File: src/hw/rtl/prp_pkg.sv
// ============================================================================
// Packet rate pacer package
// Payload types, sequencer states and constants shared by the pacer files.
// ============================================================================
package prp_pkg;

    localparam int MAX_PACKET_BYTES_DEFAULT = 16384;

    localparam int ACCOUNT_CAP     = 1500;
    localparam int OVERHEAD_BYTES  = 48;
    localparam int MS_PER_S        = 1000;
    localparam int MIN_RATE        = 1000;
    localparam int CONNECT_MIN_MS  = 1000;

    localparam int RATE_W   = 17;
    localparam int BYTES_W  = 15;
    localparam int SNAP_W   = 16;
    localparam int TOTAL_W  = 31;
    localparam int TIME_W   = 32;

    // Numerator of the byte-rate delay: at most (1500 + 48) * 1000.
    localparam int NUM_W     = $clog2((ACCOUNT_CAP + OVERHEAD_BYTES) * MS_PER_S + 1);
    localparam int DIV_STEPS = NUM_W;
    localparam int CNT_W     = $clog2(DIV_STEPS);
    localparam int BCAP_W    = $clog2(ACCOUNT_CAP + OVERHEAD_BYTES + 1);

    localparam logic [TOTAL_W-1:0] COUNT_MAX = {TOTAL_W{1'b1}};

    localparam logic [1:0] MODE_SNAPSHOT    = 2'd0;
    localparam logic [1:0] MODE_FRAGMENT    = 2'd1;
    localparam logic [1:0] MODE_FRAME_START = 2'd2;

    localparam int  PADDR_W       = 3;
    localparam logic ADDR_MAX_RATE = 1'b0;   // paddr[2] selects the register

    typedef struct packed {
        logic [1:0]         mode;
        logic [BYTES_W-1:0] byte_count;
        logic [RATE_W-1:0]  client_rate;
        logic [SNAP_W-1:0]  snapshot_interval_ms;
        logic signed [TIME_W-1:0] now_ms;
        logic               local_link;
        logic               client_active;
        logic               downloading;
    } prp_in_t;

    typedef struct packed {
        logic signed [TIME_W-1:0] next_send_ms;
        logic               rate_delayed;
        logic               delayed_valid;
        logic [TOTAL_W-1:0] frame_bytes;
    } prp_out_t;

    typedef enum logic [1:0] {
        ST_IDLE,
        ST_DIV,
        ST_ADJUST,
        ST_RESULT
    } prp_state_t;

endpackage

File: src/hw/rtl/packet_rate_pacer.sv
// ============================================================================
// Packet rate pacer
// Computes the next allowed send time for a client after each packet event.
// ============================================================================
//
//  Channel   Ports                         Direction  Carries
//  -------   ---------------------------   ---------  --------------------------
//  input     s_valid / s_ready / s_data    in         one packet event (prp_in_t)
//  result    m_valid / m_ready / m_data    out        next send time (prp_out_t)
//  config    psel/penable/pwrite/paddr/... in         max_rate register at 0x0
//
// Each transaction goes through a capture step, then the shared restoring
// subtractor that forms the byte-rate quotient one bit per cycle, then a
// step that applies the snapshot interval and connecting minimum, and a
// last step that adds the current time and updates the frame
// counter. s_ready is high only while the sequencer is idle.
// A stalled result holds in the output register; the sequencer waits in its
// last step until that register is free, and may accept a new transaction
// while the previous result still waits. Reset is synchronous and active low
// and needs no clearing pass.
//
module packet_rate_pacer
    import prp_pkg::*;
#(
    parameter int MAX_PACKET_BYTES = MAX_PACKET_BYTES_DEFAULT
) (
    input  logic                aclk,
    input  logic                aresetn,

    input  logic                s_valid,
    output logic                s_ready,
    input  prp_in_t             s_data,

    output logic                m_valid,
    input  logic                m_ready,
    output prp_out_t            m_data,

    input  logic                psel,
    input  logic                penable,
    input  logic                pwrite,
    input  logic [PADDR_W-1:0]  paddr,
    input  logic [31:0]         pwdata,
    output logic [31:0]         prdata,
    output logic                pready
);

    // Width used to clamp the byte count for the frame counter. It covers
    // both the byte count field and the largest allowed packet size.
    localparam int ADD_W = $clog2(MAX_PACKET_BYTES + 1);
    localparam int CMP_W = (ADD_W > BYTES_W) ? ADD_W : BYTES_W;
    localparam logic [CMP_W-1:0] MAX_CMP = CMP_W'(MAX_PACKET_BYTES);

    prp_state_t           state_reg, state_next;
    logic [CNT_W-1:0]     cnt_reg, cnt_next;
    logic [RATE_W-1:0]    rem_reg, rem_next;
    logic [NUM_W-1:0]     quo_reg, quo_next;
    logic [RATE_W-1:0]    div_reg, div_next;
    prp_in_t              item_reg, item_next;
    logic [TIME_W-1:0]    delay_reg, delay_next;
    logic                 delayed_reg, delayed_next;
    logic                 valid_reg, valid_next;
    logic [TOTAL_W-1:0]   total_reg, total_next;
    logic [RATE_W-1:0]    max_rate_reg, max_rate_next;
    logic                 m_valid_reg, m_valid_next;
    prp_out_t             m_data_reg, m_data_next;

    // ------------------------------------------------------------------
    // Configuration port. Only paddr[2] is decoded, so any address below
    // 4 reaches max_rate and any address from 4 up falls outside the map.
    // ------------------------------------------------------------------
    logic cfg_write;

    assign pready    = 1'b1;
    assign cfg_write = psel && penable && pwrite && (paddr[2] == ADDR_MAX_RATE);
    assign prdata    = (paddr[2] == ADDR_MAX_RATE) ? {{(32-RATE_W){1'b0}}, max_rate_reg}
                                                   : 32'd0;
    assign max_rate_next = cfg_write ? pwdata[RATE_W-1:0] : max_rate_reg;

    // ------------------------------------------------------------------
    // Operand setup at acceptance: clamp the bytes, form the numerator
    // with one small constant multiply, and pick the effective rate.
    // ------------------------------------------------------------------
    logic [BCAP_W-1:0] bytes_acct;
    logic [NUM_W-1:0]  numerator;
    logic [RATE_W-1:0] cap_eff;
    logic [RATE_W-1:0] rate_eff;

    always_comb begin
        if (s_data.byte_count > BYTES_W'(ACCOUNT_CAP)) begin
            bytes_acct = BCAP_W'(ACCOUNT_CAP + OVERHEAD_BYTES);
        end else begin
            bytes_acct = BCAP_W'(s_data.byte_count) + BCAP_W'(OVERHEAD_BYTES);
        end
        numerator = NUM_W'(bytes_acct) * NUM_W'(MS_PER_S);

        // A nonzero cap below the floor acts as the floor.
        cap_eff = (max_rate_reg < RATE_W'(MIN_RATE)) ? RATE_W'(MIN_RATE) : max_rate_reg;
        if ((max_rate_reg != '0) && (cap_eff < s_data.client_rate)) begin
            rate_eff = cap_eff;
        end else begin
            rate_eff = s_data.client_rate;
        end
        if (rate_eff == '0) begin
            rate_eff = RATE_W'(1);
        end
    end

    // ------------------------------------------------------------------
    // Shared restoring subtractor: one quotient bit per cycle.
    // ------------------------------------------------------------------
    logic [RATE_W:0] trial;
    logic [RATE_W:0] diff;
    logic            trial_ge;

    assign trial    = {rem_reg, quo_reg[NUM_W-1]};
    assign diff     = trial - {1'b0, div_reg};
    assign trial_ge = !diff[RATE_W];

    // ------------------------------------------------------------------
    // Delay adjustment and final result terms.
    // ------------------------------------------------------------------
    logic [NUM_W-1:0]   snap_ext;
    logic               below_snap;
    logic [NUM_W-1:0]   delay_snap;
    logic [NUM_W-1:0]   delay_conn;
    logic               is_snapshot;
    logic               is_remote_snap;
    logic [CMP_W-1:0]   add_bytes;
    logic [TOTAL_W:0]   total_sum;
    logic [TOTAL_W-1:0] total_sat;
    logic [TIME_W-1:0]  next_time;

    always_comb begin
        snap_ext       = NUM_W'(item_reg.snapshot_interval_ms);
        below_snap     = quo_reg < snap_ext;
        delay_snap     = below_snap ? snap_ext : quo_reg;
        is_snapshot    = item_reg.mode == MODE_SNAPSHOT;
        is_remote_snap = is_snapshot && !item_reg.local_link;

        // Connecting clients that are not downloading wait at least the
        // connecting minimum.
        if (!item_reg.client_active && !item_reg.downloading
            && (delay_snap < NUM_W'(CONNECT_MIN_MS))) begin
            delay_conn = NUM_W'(CONNECT_MIN_MS);
        end else begin
            delay_conn = delay_snap;
        end

        if (CMP_W'(item_reg.byte_count) > MAX_CMP) begin
            add_bytes = MAX_CMP;
        end else begin
            add_bytes = CMP_W'(item_reg.byte_count);
        end
        total_sum = (TOTAL_W+1)'(total_reg) + (TOTAL_W+1)'(add_bytes);
        total_sat = total_sum[TOTAL_W] ? COUNT_MAX : total_sum[TOTAL_W-1:0];

        next_time = TIME_W'(item_reg.now_ms) + delay_reg;
    end

    // ------------------------------------------------------------------
    // Sequencer.
    // ------------------------------------------------------------------
    always_comb begin
        state_next   = state_reg;
        cnt_next     = cnt_reg;
        rem_next     = rem_reg;
        quo_next     = quo_reg;
        div_next     = div_reg;
        item_next    = item_reg;
        delay_next   = delay_reg;
        delayed_next = delayed_reg;
        valid_next   = valid_reg;
        total_next   = total_reg;
        m_data_next  = m_data_reg;
        m_valid_next = m_valid_reg && !m_ready;
        s_ready      = 1'b0;

        case (state_reg)
            ST_IDLE: begin
                s_ready = 1'b1;
                if (s_valid) begin
                    item_next  = s_data;
                    quo_next   = numerator;
                    rem_next   = '0;
                    div_next   = rate_eff;
                    cnt_next   = '0;
                    state_next = ST_DIV;
                end
            end

            ST_DIV: begin
                rem_next = trial_ge ? diff[RATE_W-1:0] : trial[RATE_W-1:0];
                quo_next = {quo_reg[NUM_W-2:0], trial_ge};
                cnt_next = cnt_reg + CNT_W'(1);
                if (cnt_reg == CNT_W'(DIV_STEPS - 1)) begin
                    state_next = ST_ADJUST;
                end
            end

            ST_ADJUST: begin
                delayed_next = 1'b0;
                valid_next   = 1'b0;
                if (is_snapshot && item_reg.local_link) begin
                    // Adding all ones gives now - 1.
                    delay_next = {TIME_W{1'b1}};
                end else if (is_snapshot) begin
                    delay_next   = TIME_W'(delay_conn);
                    delayed_next = !below_snap;
                    valid_next   = 1'b1;
                end else begin
                    delay_next = TIME_W'(quo_reg);
                end
                state_next = ST_RESULT;
            end

            ST_RESULT: begin
                if (!m_valid_reg || m_ready) begin
                    case (item_reg.mode)
                        MODE_SNAPSHOT: begin
                            if (is_remote_snap) begin
                                total_next = total_sat;
                            end
                            m_data_next.next_send_ms = next_time;
                            m_data_next.frame_bytes  = is_remote_snap ? total_sat : total_reg;
                        end
                        MODE_FRAGMENT: begin
                            m_data_next.next_send_ms = next_time;
                            m_data_next.frame_bytes  = total_reg;
                        end
                        MODE_FRAME_START: begin
                            total_next               = '0;
                            m_data_next.next_send_ms = '0;
                            m_data_next.frame_bytes  = '0;
                        end
                        default: begin
                            m_data_next.next_send_ms = '0;
                            m_data_next.frame_bytes  = total_reg;
                        end
                    endcase
                    m_data_next.rate_delayed  = delayed_reg;
                    m_data_next.delayed_valid = valid_reg;
                    m_valid_next = 1'b1;
                    state_next   = ST_IDLE;
                end
            end

            default: begin
                state_next = ST_IDLE;
            end
        endcase
    end

    always_ff @(posedge aclk) begin
        if (!aresetn) begin
            state_reg    <= ST_IDLE;
            cnt_reg      <= '0;
            total_reg    <= '0;
            max_rate_reg <= '0;
            m_valid_reg  <= 1'b0;
        end else begin
            state_reg    <= state_next;
            cnt_reg      <= cnt_next;
            total_reg    <= total_next;
            max_rate_reg <= max_rate_next;
            m_valid_reg  <= m_valid_next;
        end
    end

    always_ff @(posedge aclk) begin
        rem_reg     <= rem_next;
        quo_reg     <= quo_next;
        div_reg     <= div_next;
        item_reg    <= item_next;
        delay_reg   <= delay_next;
        delayed_reg <= delayed_next;
        valid_reg   <= valid_next;
        m_data_reg  <= m_data_next;
    end

    assign m_valid = m_valid_reg;
    assign m_data  = m_data_reg;

endmodule

File: config.mk
export PLATFORM = sky130hd
export DESIGN_NAME = packet_rate_pacer
export DESIGN_NICKNAME = d
export VERILOG_FILES = /design/src/hw/rtl/prp_pkg.sv /design/src/hw/rtl/packet_rate_pacer.sv
export SDC_FILE = /design/constraint.sdc
export NUM_CORES = 1
export LEC_CHECK = 0
export BUFFER_PORTS_ARGS = -buffer_cell sky130_fd_sc_hd__buf_2
export CAP_MARGIN = 30
export CORE_MARGIN = 10
export CORE_UTILIZATION = 40
export CTS_CLUSTER_SIZE = 24
export DETAILED_ROUTE_END_ITERATION = 8
export GPL_TIMING_DRIVEN = 1
export PLACE_DENSITY = 0.7
export SYNTH_ARGS = -nofsm -noshare
export SYNTH_HDL_FRONTEND = slang
export SYNTH_SLANG_ARGS = --single-unit
File: constraint.sdc
create_clock -name aclk -period 6.4 [get_ports aclk]
set_clock_uncertainty 0.05 [all_clocks]
set_input_delay 1.28 -clock aclk [delete_from_list [all_inputs] [get_ports aclk]]
set_output_delay 1.28 -clock aclk [all_outputs]
set_load 0.1 [all_outputs]
==> results of run 1 <==
[cell families (layout without fill, tap and decap cells)]
group,count (synthesis),after routing,synth area share [%]
simple gates,462,462,13.5
compound gates,405,405,16.1
flops,268,268,44.3
buf+inv,225,463,5.49
fa+ha+maj,180,180,14.9
xor+xnor,65,65,3.37
mux,37,37,2.34
other cells,2,17,0.0444
[report_power, final]
part           internal [W]  leakage, nW  switching [W]
Clock               0.00106        0.504       0.000751
Combinational       0.00115         5.47        0.00199
Sequential          0.00247         2.46       0.000248
[metrics by stage]
step,instances,area (µm²),total power (W),worst slack (ps),hold slack [ps]
after CTS,2435,19700,0.00773,316,385
final,2436,19700,0.00767,378,375
after detailed placement,2376,18700,0.00588,-267,369
after global routing,2435,19700,0.00818,79.8,386
after global placement,2376,18700,0.00578,-120,358
after floorplan,1658,17000,0.00517,28.5,350
[synthesized netlist by cell type, drive strengths merged (17+ instances only)]
library cell,number
nor4,23
fa,35
nand3,36
nor2,98
nand2,144
xor2,30
mux2i,17
a211oi,17
mux2,20
dfxtp,56
a31oi,20
o21ai,90
xnor2,35
buf,27
a21o,33
clkbuf,44
nor2b,44
edfxtp,212
nand2b,29
nor3,22
a21oi,107
inv,153
ha,145
[final cells by class]
type | count | share of cell area [%]
well taps | 539 | 3.42
inverters | 154 | 2.94
repair buffers | 250 | 7.06
multi-input cells | 1165 | 43.4
clock buffers | 41 | 4.45
clock inverters | 18 | 0.818
flip-flops and latches | 268 | 37.9
diodes | 1 | 0.0127
[worst paths after layout]
path                           endpoint                     from  cells after the start
max reg2reg  total_reg[12]$_SDFFE_PN0P_   item_reg[73]$_DFFE_PP_                     11
min reg2reg        m_data[31]$_DFFE_PP_  valid_reg$_SDFFCE_PP0P_                      0
max               quo_reg[19]$_DFFE_PP_               s_data[73]                     23
min                m_data[31]$_DFFE_PP_  valid_reg$_SDFFCE_PP0P_                      0
[routing by layer]
metal,vias up,GRT usage [%]
met5,-,0
met4,6,4.64
met3,63,3.67
met2,370,28.7
met1,6186,19.8
li1,6372,-
==> run summary, run 1 <==
Status = finished clean
Crit start category = input port
Rows = 75
Primary FF master, synth = edfxtp_1
Biggest area consumer among synthesized cells = edfxtp_1
Drt total wl = 42300 µm
RSZ-0062 raised after global routing = false
Actual slew at the worst max-slew pin = 958 ps
Met2 WL = 20900 µm
Critical Path RT = 6630 ps
Worst hold path class = reg2reg
Die area = 50900 µm²
H-Tree Depth = 2
Initial DRC Count = 852
Final period utilization = 94.1%
Routed Antenna Nets = 0
Mean Syn Cell Area = 10.3 µm²
Fillers = 3829
Rel. slew slack = 36.1%
CTS root buffer = clkbuf_16
Die Width = 226 µm
PortBufs = 193
Peak VDD IR = 0.178 mV
CTS max path bufs = 3
Slowest CP cell = fa_1
WL/cell = 17.4 µm
Top sig layer = met5
Drt first pass iters = 5
Sum Neg Setup Slack = 0 ps
Final Hold Fails = 0
F_max = 166 MHz
Initial antenna violation count = 4
R2R setup slack = 2290 ps
Post-layout minimum cycle time = 6020 ps
GP Congestion = 0.900
Fin. max-slew vios = 0
Area grow syn2layout = 16.8%
Number of flops mapped to enable cells by yosys = 212
Yosys warnings = 0
Worst-path clk slew = 50 ps
Grt ovf = 0
Max reg flops = 68
Share of post-route cells with drive strength above 1 = 18.4%
CTS sink count = 268
CP Max Fanout = 6
Worst-skew pair later-pin latency = 540 ps
Leakage power = 8.44 nW
Final core occ = 47.1%
CTS Hold Bufs = 0
Cell family with most CP delay = adder cells
# resized after CTS = 0
Sequential Area = 7490 µm²
Yosys reg bits = 268
CP peak stage delay = 550 ps
Kind of critical path = in2reg
CP Cell Sequence = buf_2 > inv_1 > ha_1 > nand4b_1 > o21ai_0 > a21oi_1 > o21ai_0 > and2_2 > nand2b_1 > inv_1 > fa_1 > fa_1 > fa_1 > fa_1 > inv_1 > ha_1 > nor3_1 > nor2_1 > o41ai_2 > o311a_1 > a211oi_1 > or3_1 > nand3_1
Register area share after synthesis = 44.3%
Chip height = 226 µm
CP Buf/Inv Count = 4
Post-synth top area share = 37.7%
Area of the mapped netlist = 16900 µm²
Syn Inst Count = 1644
Area of the multi-input gates = 8560 µm²
Core ar. = 41900 µm²
Ys async rst share = 0%
Worst EP arrival = 6260 ps
Inserted Clock Buffers = 34
First-pass GRT wire length = 67800 µm
Vias in the first global route = 13.2k
Top post-synthesis cells by area = edfxtp_1 (38%), ha_1 (11%), dfxtp_1 (6.6%), fa_1 (4.1%), inv_1 (3.4%)
Most frequent cells in the layout = edfxtp_1 (212), buf_2 (193), inv_1 (151), nand2_1 (144), ha_1 (144)
DP HPWL = 32300 µm
Post-CTS Setup Inserts = 0
CTS tree = yes
Most common cell after layout, fill and taps aside = edfxtp_1
Vias per cell = 5.34
Met3 WL = 2670 µm
Met1 Wirelength = 17900 µm
Max cap viols = 0
Power density over the cells = 389 nW/µm²
IO Count = 227
Remaining DRCs = 0
Finish-stage setup viols = 0
Most used cell, CP = fa_1
Final #Nets = 2180
Crit path capture type = flop
Largest net degree at the start of global routing = 72
Total track usage = 16.4%
Synth cell types = 86
Via count = 13.0k
Initial Utilization = 40.4%
Note: power is estimated with default switching activity, not from simulation.
==> run 2: changes to the inputs <==
--- a/config.mk
+++ b/config.mk
@@ -5,14 +5,14 @@
 export SDC_FILE = /design/constraint.sdc
 export NUM_CORES = 1
 export LEC_CHECK = 0
-export BUFFER_PORTS_ARGS = -buffer_cell sky130_fd_sc_hd__buf_2
 export CAP_MARGIN = 30
 export CORE_MARGIN = 10
 export CORE_UTILIZATION = 40
 export CTS_CLUSTER_SIZE = 24
 export DETAILED_ROUTE_END_ITERATION = 8
+export DONT_BUFFER_PORTS = 1
 export GPL_TIMING_DRIVEN = 1
-export PLACE_DENSITY = 0.7
+export PLACE_DENSITY = 0.65
 export SYNTH_ARGS = -nofsm -noshare
 export SYNTH_HDL_FRONTEND = slang
 export SYNTH_SLANG_ARGS = --single-unit
==> run summary, run 2 (synthesis results as in run 1) <==
Cell Area, Placed = 17900 µm²
CTS tree = yes
Share of post-route cells with drive strength above 1 = 10.0%
Sw Share = 38.8%
Power density over the cells = 401 nW/µm²
Core ar. = 41900 µm²
Leakage power = 7.74 nW
CTS root buffer = clkbuf_16
Worst-skew pair later-pin latency = 540 ps
FF-to-FF path depth = 13
Rel. slew slack = 34.1%
Worst-path clk slew = 60 ps
Cell count of the worst hold path = 0
Post-layout minimum cycle time = 5930 ps
Actual slew at the worst max-slew pin = 990 ps
Routed Antenna Nets = 0
DP Cell Count = 2177
GP Congestion = 0.894
P_sw = 0.00298 W
# resized after CTS = 0
Post-CTS Setup Inserts = 0
Combinational fraction of design power = 36.2%
First-pass GRT wire length = 65100 µm
Reg power frac = 39.0%
Met2 WL = 20200 µm
Max reg flops = 68
Critical Path RT = 6640 ps
Largest net degree at the start of global routing = 72
DP HPWL = 31500 µm
Rows = 75
Worst EP arrival = 6170 ps
Initial antenna violation count = 4
Final Cell Area = 19100 µm²
Tot Pwr = 0.00767 W
CTS Hold Bufs = 0
Remaining DRCs = 0
Initial DRC Count = 706
Fin cells = 2244
Die Width = 226 µm
Status = finished clean
H-Tree Depth = 2
Most frequent cells in the layout = edfxtp_1 (212), inv_1 (151), nand2_1 (144), ha_1 (144), a21oi_1 (105)
Kind of critical path = in2reg
Final #Nets = 1984
Chip height = 226 µm
Vias per cell = 5.42
Clock power share = 24.7%
WL/cell = 18.6 µm
Met3 WL = 3070 µm
Met1 Wirelength = 17400 µm
Final period utilization = 92.7%
Final core occ = 45.7%
Final Hold Fails = 0
Max cap viols = 0
Crit start category = input port
Vias in the first global route = 12.2k
Drt first pass iters = 6
Internal = 0.00470 W
Drt total wl = 41800 µm
Finish-stage setup viols = 0
Inserted Clock Buffers = 34
Area grow syn2layout = 13.1%
Crit path capture type = flop
Sum Neg Setup Slack = 0 ps
CTS sink count = 268
Die area = 50900 µm²
Peak VDD IR = 0.203 mV
CTS max path bufs = 3
R2R setup slack = 2180 ps
F_max = 169 MHz
Via count = 12.2k
RSZ-0062 raised after global routing = false
Initial Utilization = 40.4%
Fin. max-slew vios = 0
Total track usage = 16.1%
Worst hold path class = reg2reg
PortBufs = 0
IO Count = 227
CP Max Fanout = 6
Most common cell after layout, fill and taps aside = edfxtp_1
Grt ovf = 0
Top sig layer = met5
-- run 2: changes by cell type in the layout (fill, tap and decap cells not counted), sizes merged --
| cell | change |
|---|---|
| diode | +1 |
| buf | -197 |
| clkbuf | +4 |
-- run 2: layer usage --
| metal | vias up | GRT usage (%) |
|---|---|---|
| li1 | 6001 | - |
| met1 | 5794 | 18.9 |
| met2 | 298 | 27.2 |
| met3 | 73 | 5.00 |
| met4 | 6 | 5.32 |
| met5 | - | 0 |
-- run 2: stage by stage --
step	hold WS (ps)	setup slack (ps)
finish	372	469
global route	376	80.9
CTS	373	446
detailed placement	360	-104
global placement	355	-3.23
floorplan	350	28.5
-- run 2: worst max-delay path, cell delays in order --
cell and delay (ps):
inv_1 50, ha_1 140, nand4b_1 80, o21ai_0 170
a21oi_1 60, o21ai_0 240, and2_1 280, nand2b_1 220
inv_1 140, fa_1 440, fa_1 540, fa_1 440
fa_1 510, inv_1 40, ha_1 320, nor3_1 60
nor2_1 130, o41ai_2 90, o311a_1 380, a211oi_1 340
or3_1 160, nand3_1 70
-- run 2: path summary, 6_finish.rpt --
kind / startpoint / endpoint
max: s_data[73] / quo_reg[19]$_DFFE_PP_
min: delayed_reg$_SDFFCE_PP0P_ / m_data[32]$_DFFE_PP_
max reg2reg: item_reg[77]$_DFFE_PP_ / m_data[18]$_DFFE_PP_
min reg2reg: delayed_reg$_SDFFCE_PP0P_ / m_data[32]$_DFFE_PP_
-- run 2: power by group through the flow --
stage,registers [W],clock network [W],logic (W)
global placement,0.00303,0,0.00268
global route,0.00304,0.00201,0.00313
CTS,0.00301,0.00195,0.00278
detailed placement,0.00304,0,0.00276
finish,0.00300,0.00190,0.00278
floorplan,0.00294,0,0.00223
-- run 2: layout make-up --
type / count / area [µm²]
Tap cell: 539 / 674
Sequential cell: 268 / 7490
Inverter: 154 / 579
Clock inverter: 18 / 170
Timing Repair Buffer: 54 / 669
Fill cell: 3857 / 22700
Antenna cell: 2 / 5.00
Clock buffer: 44 / 930
Multi-Input combinational cell: 1165 / 8600
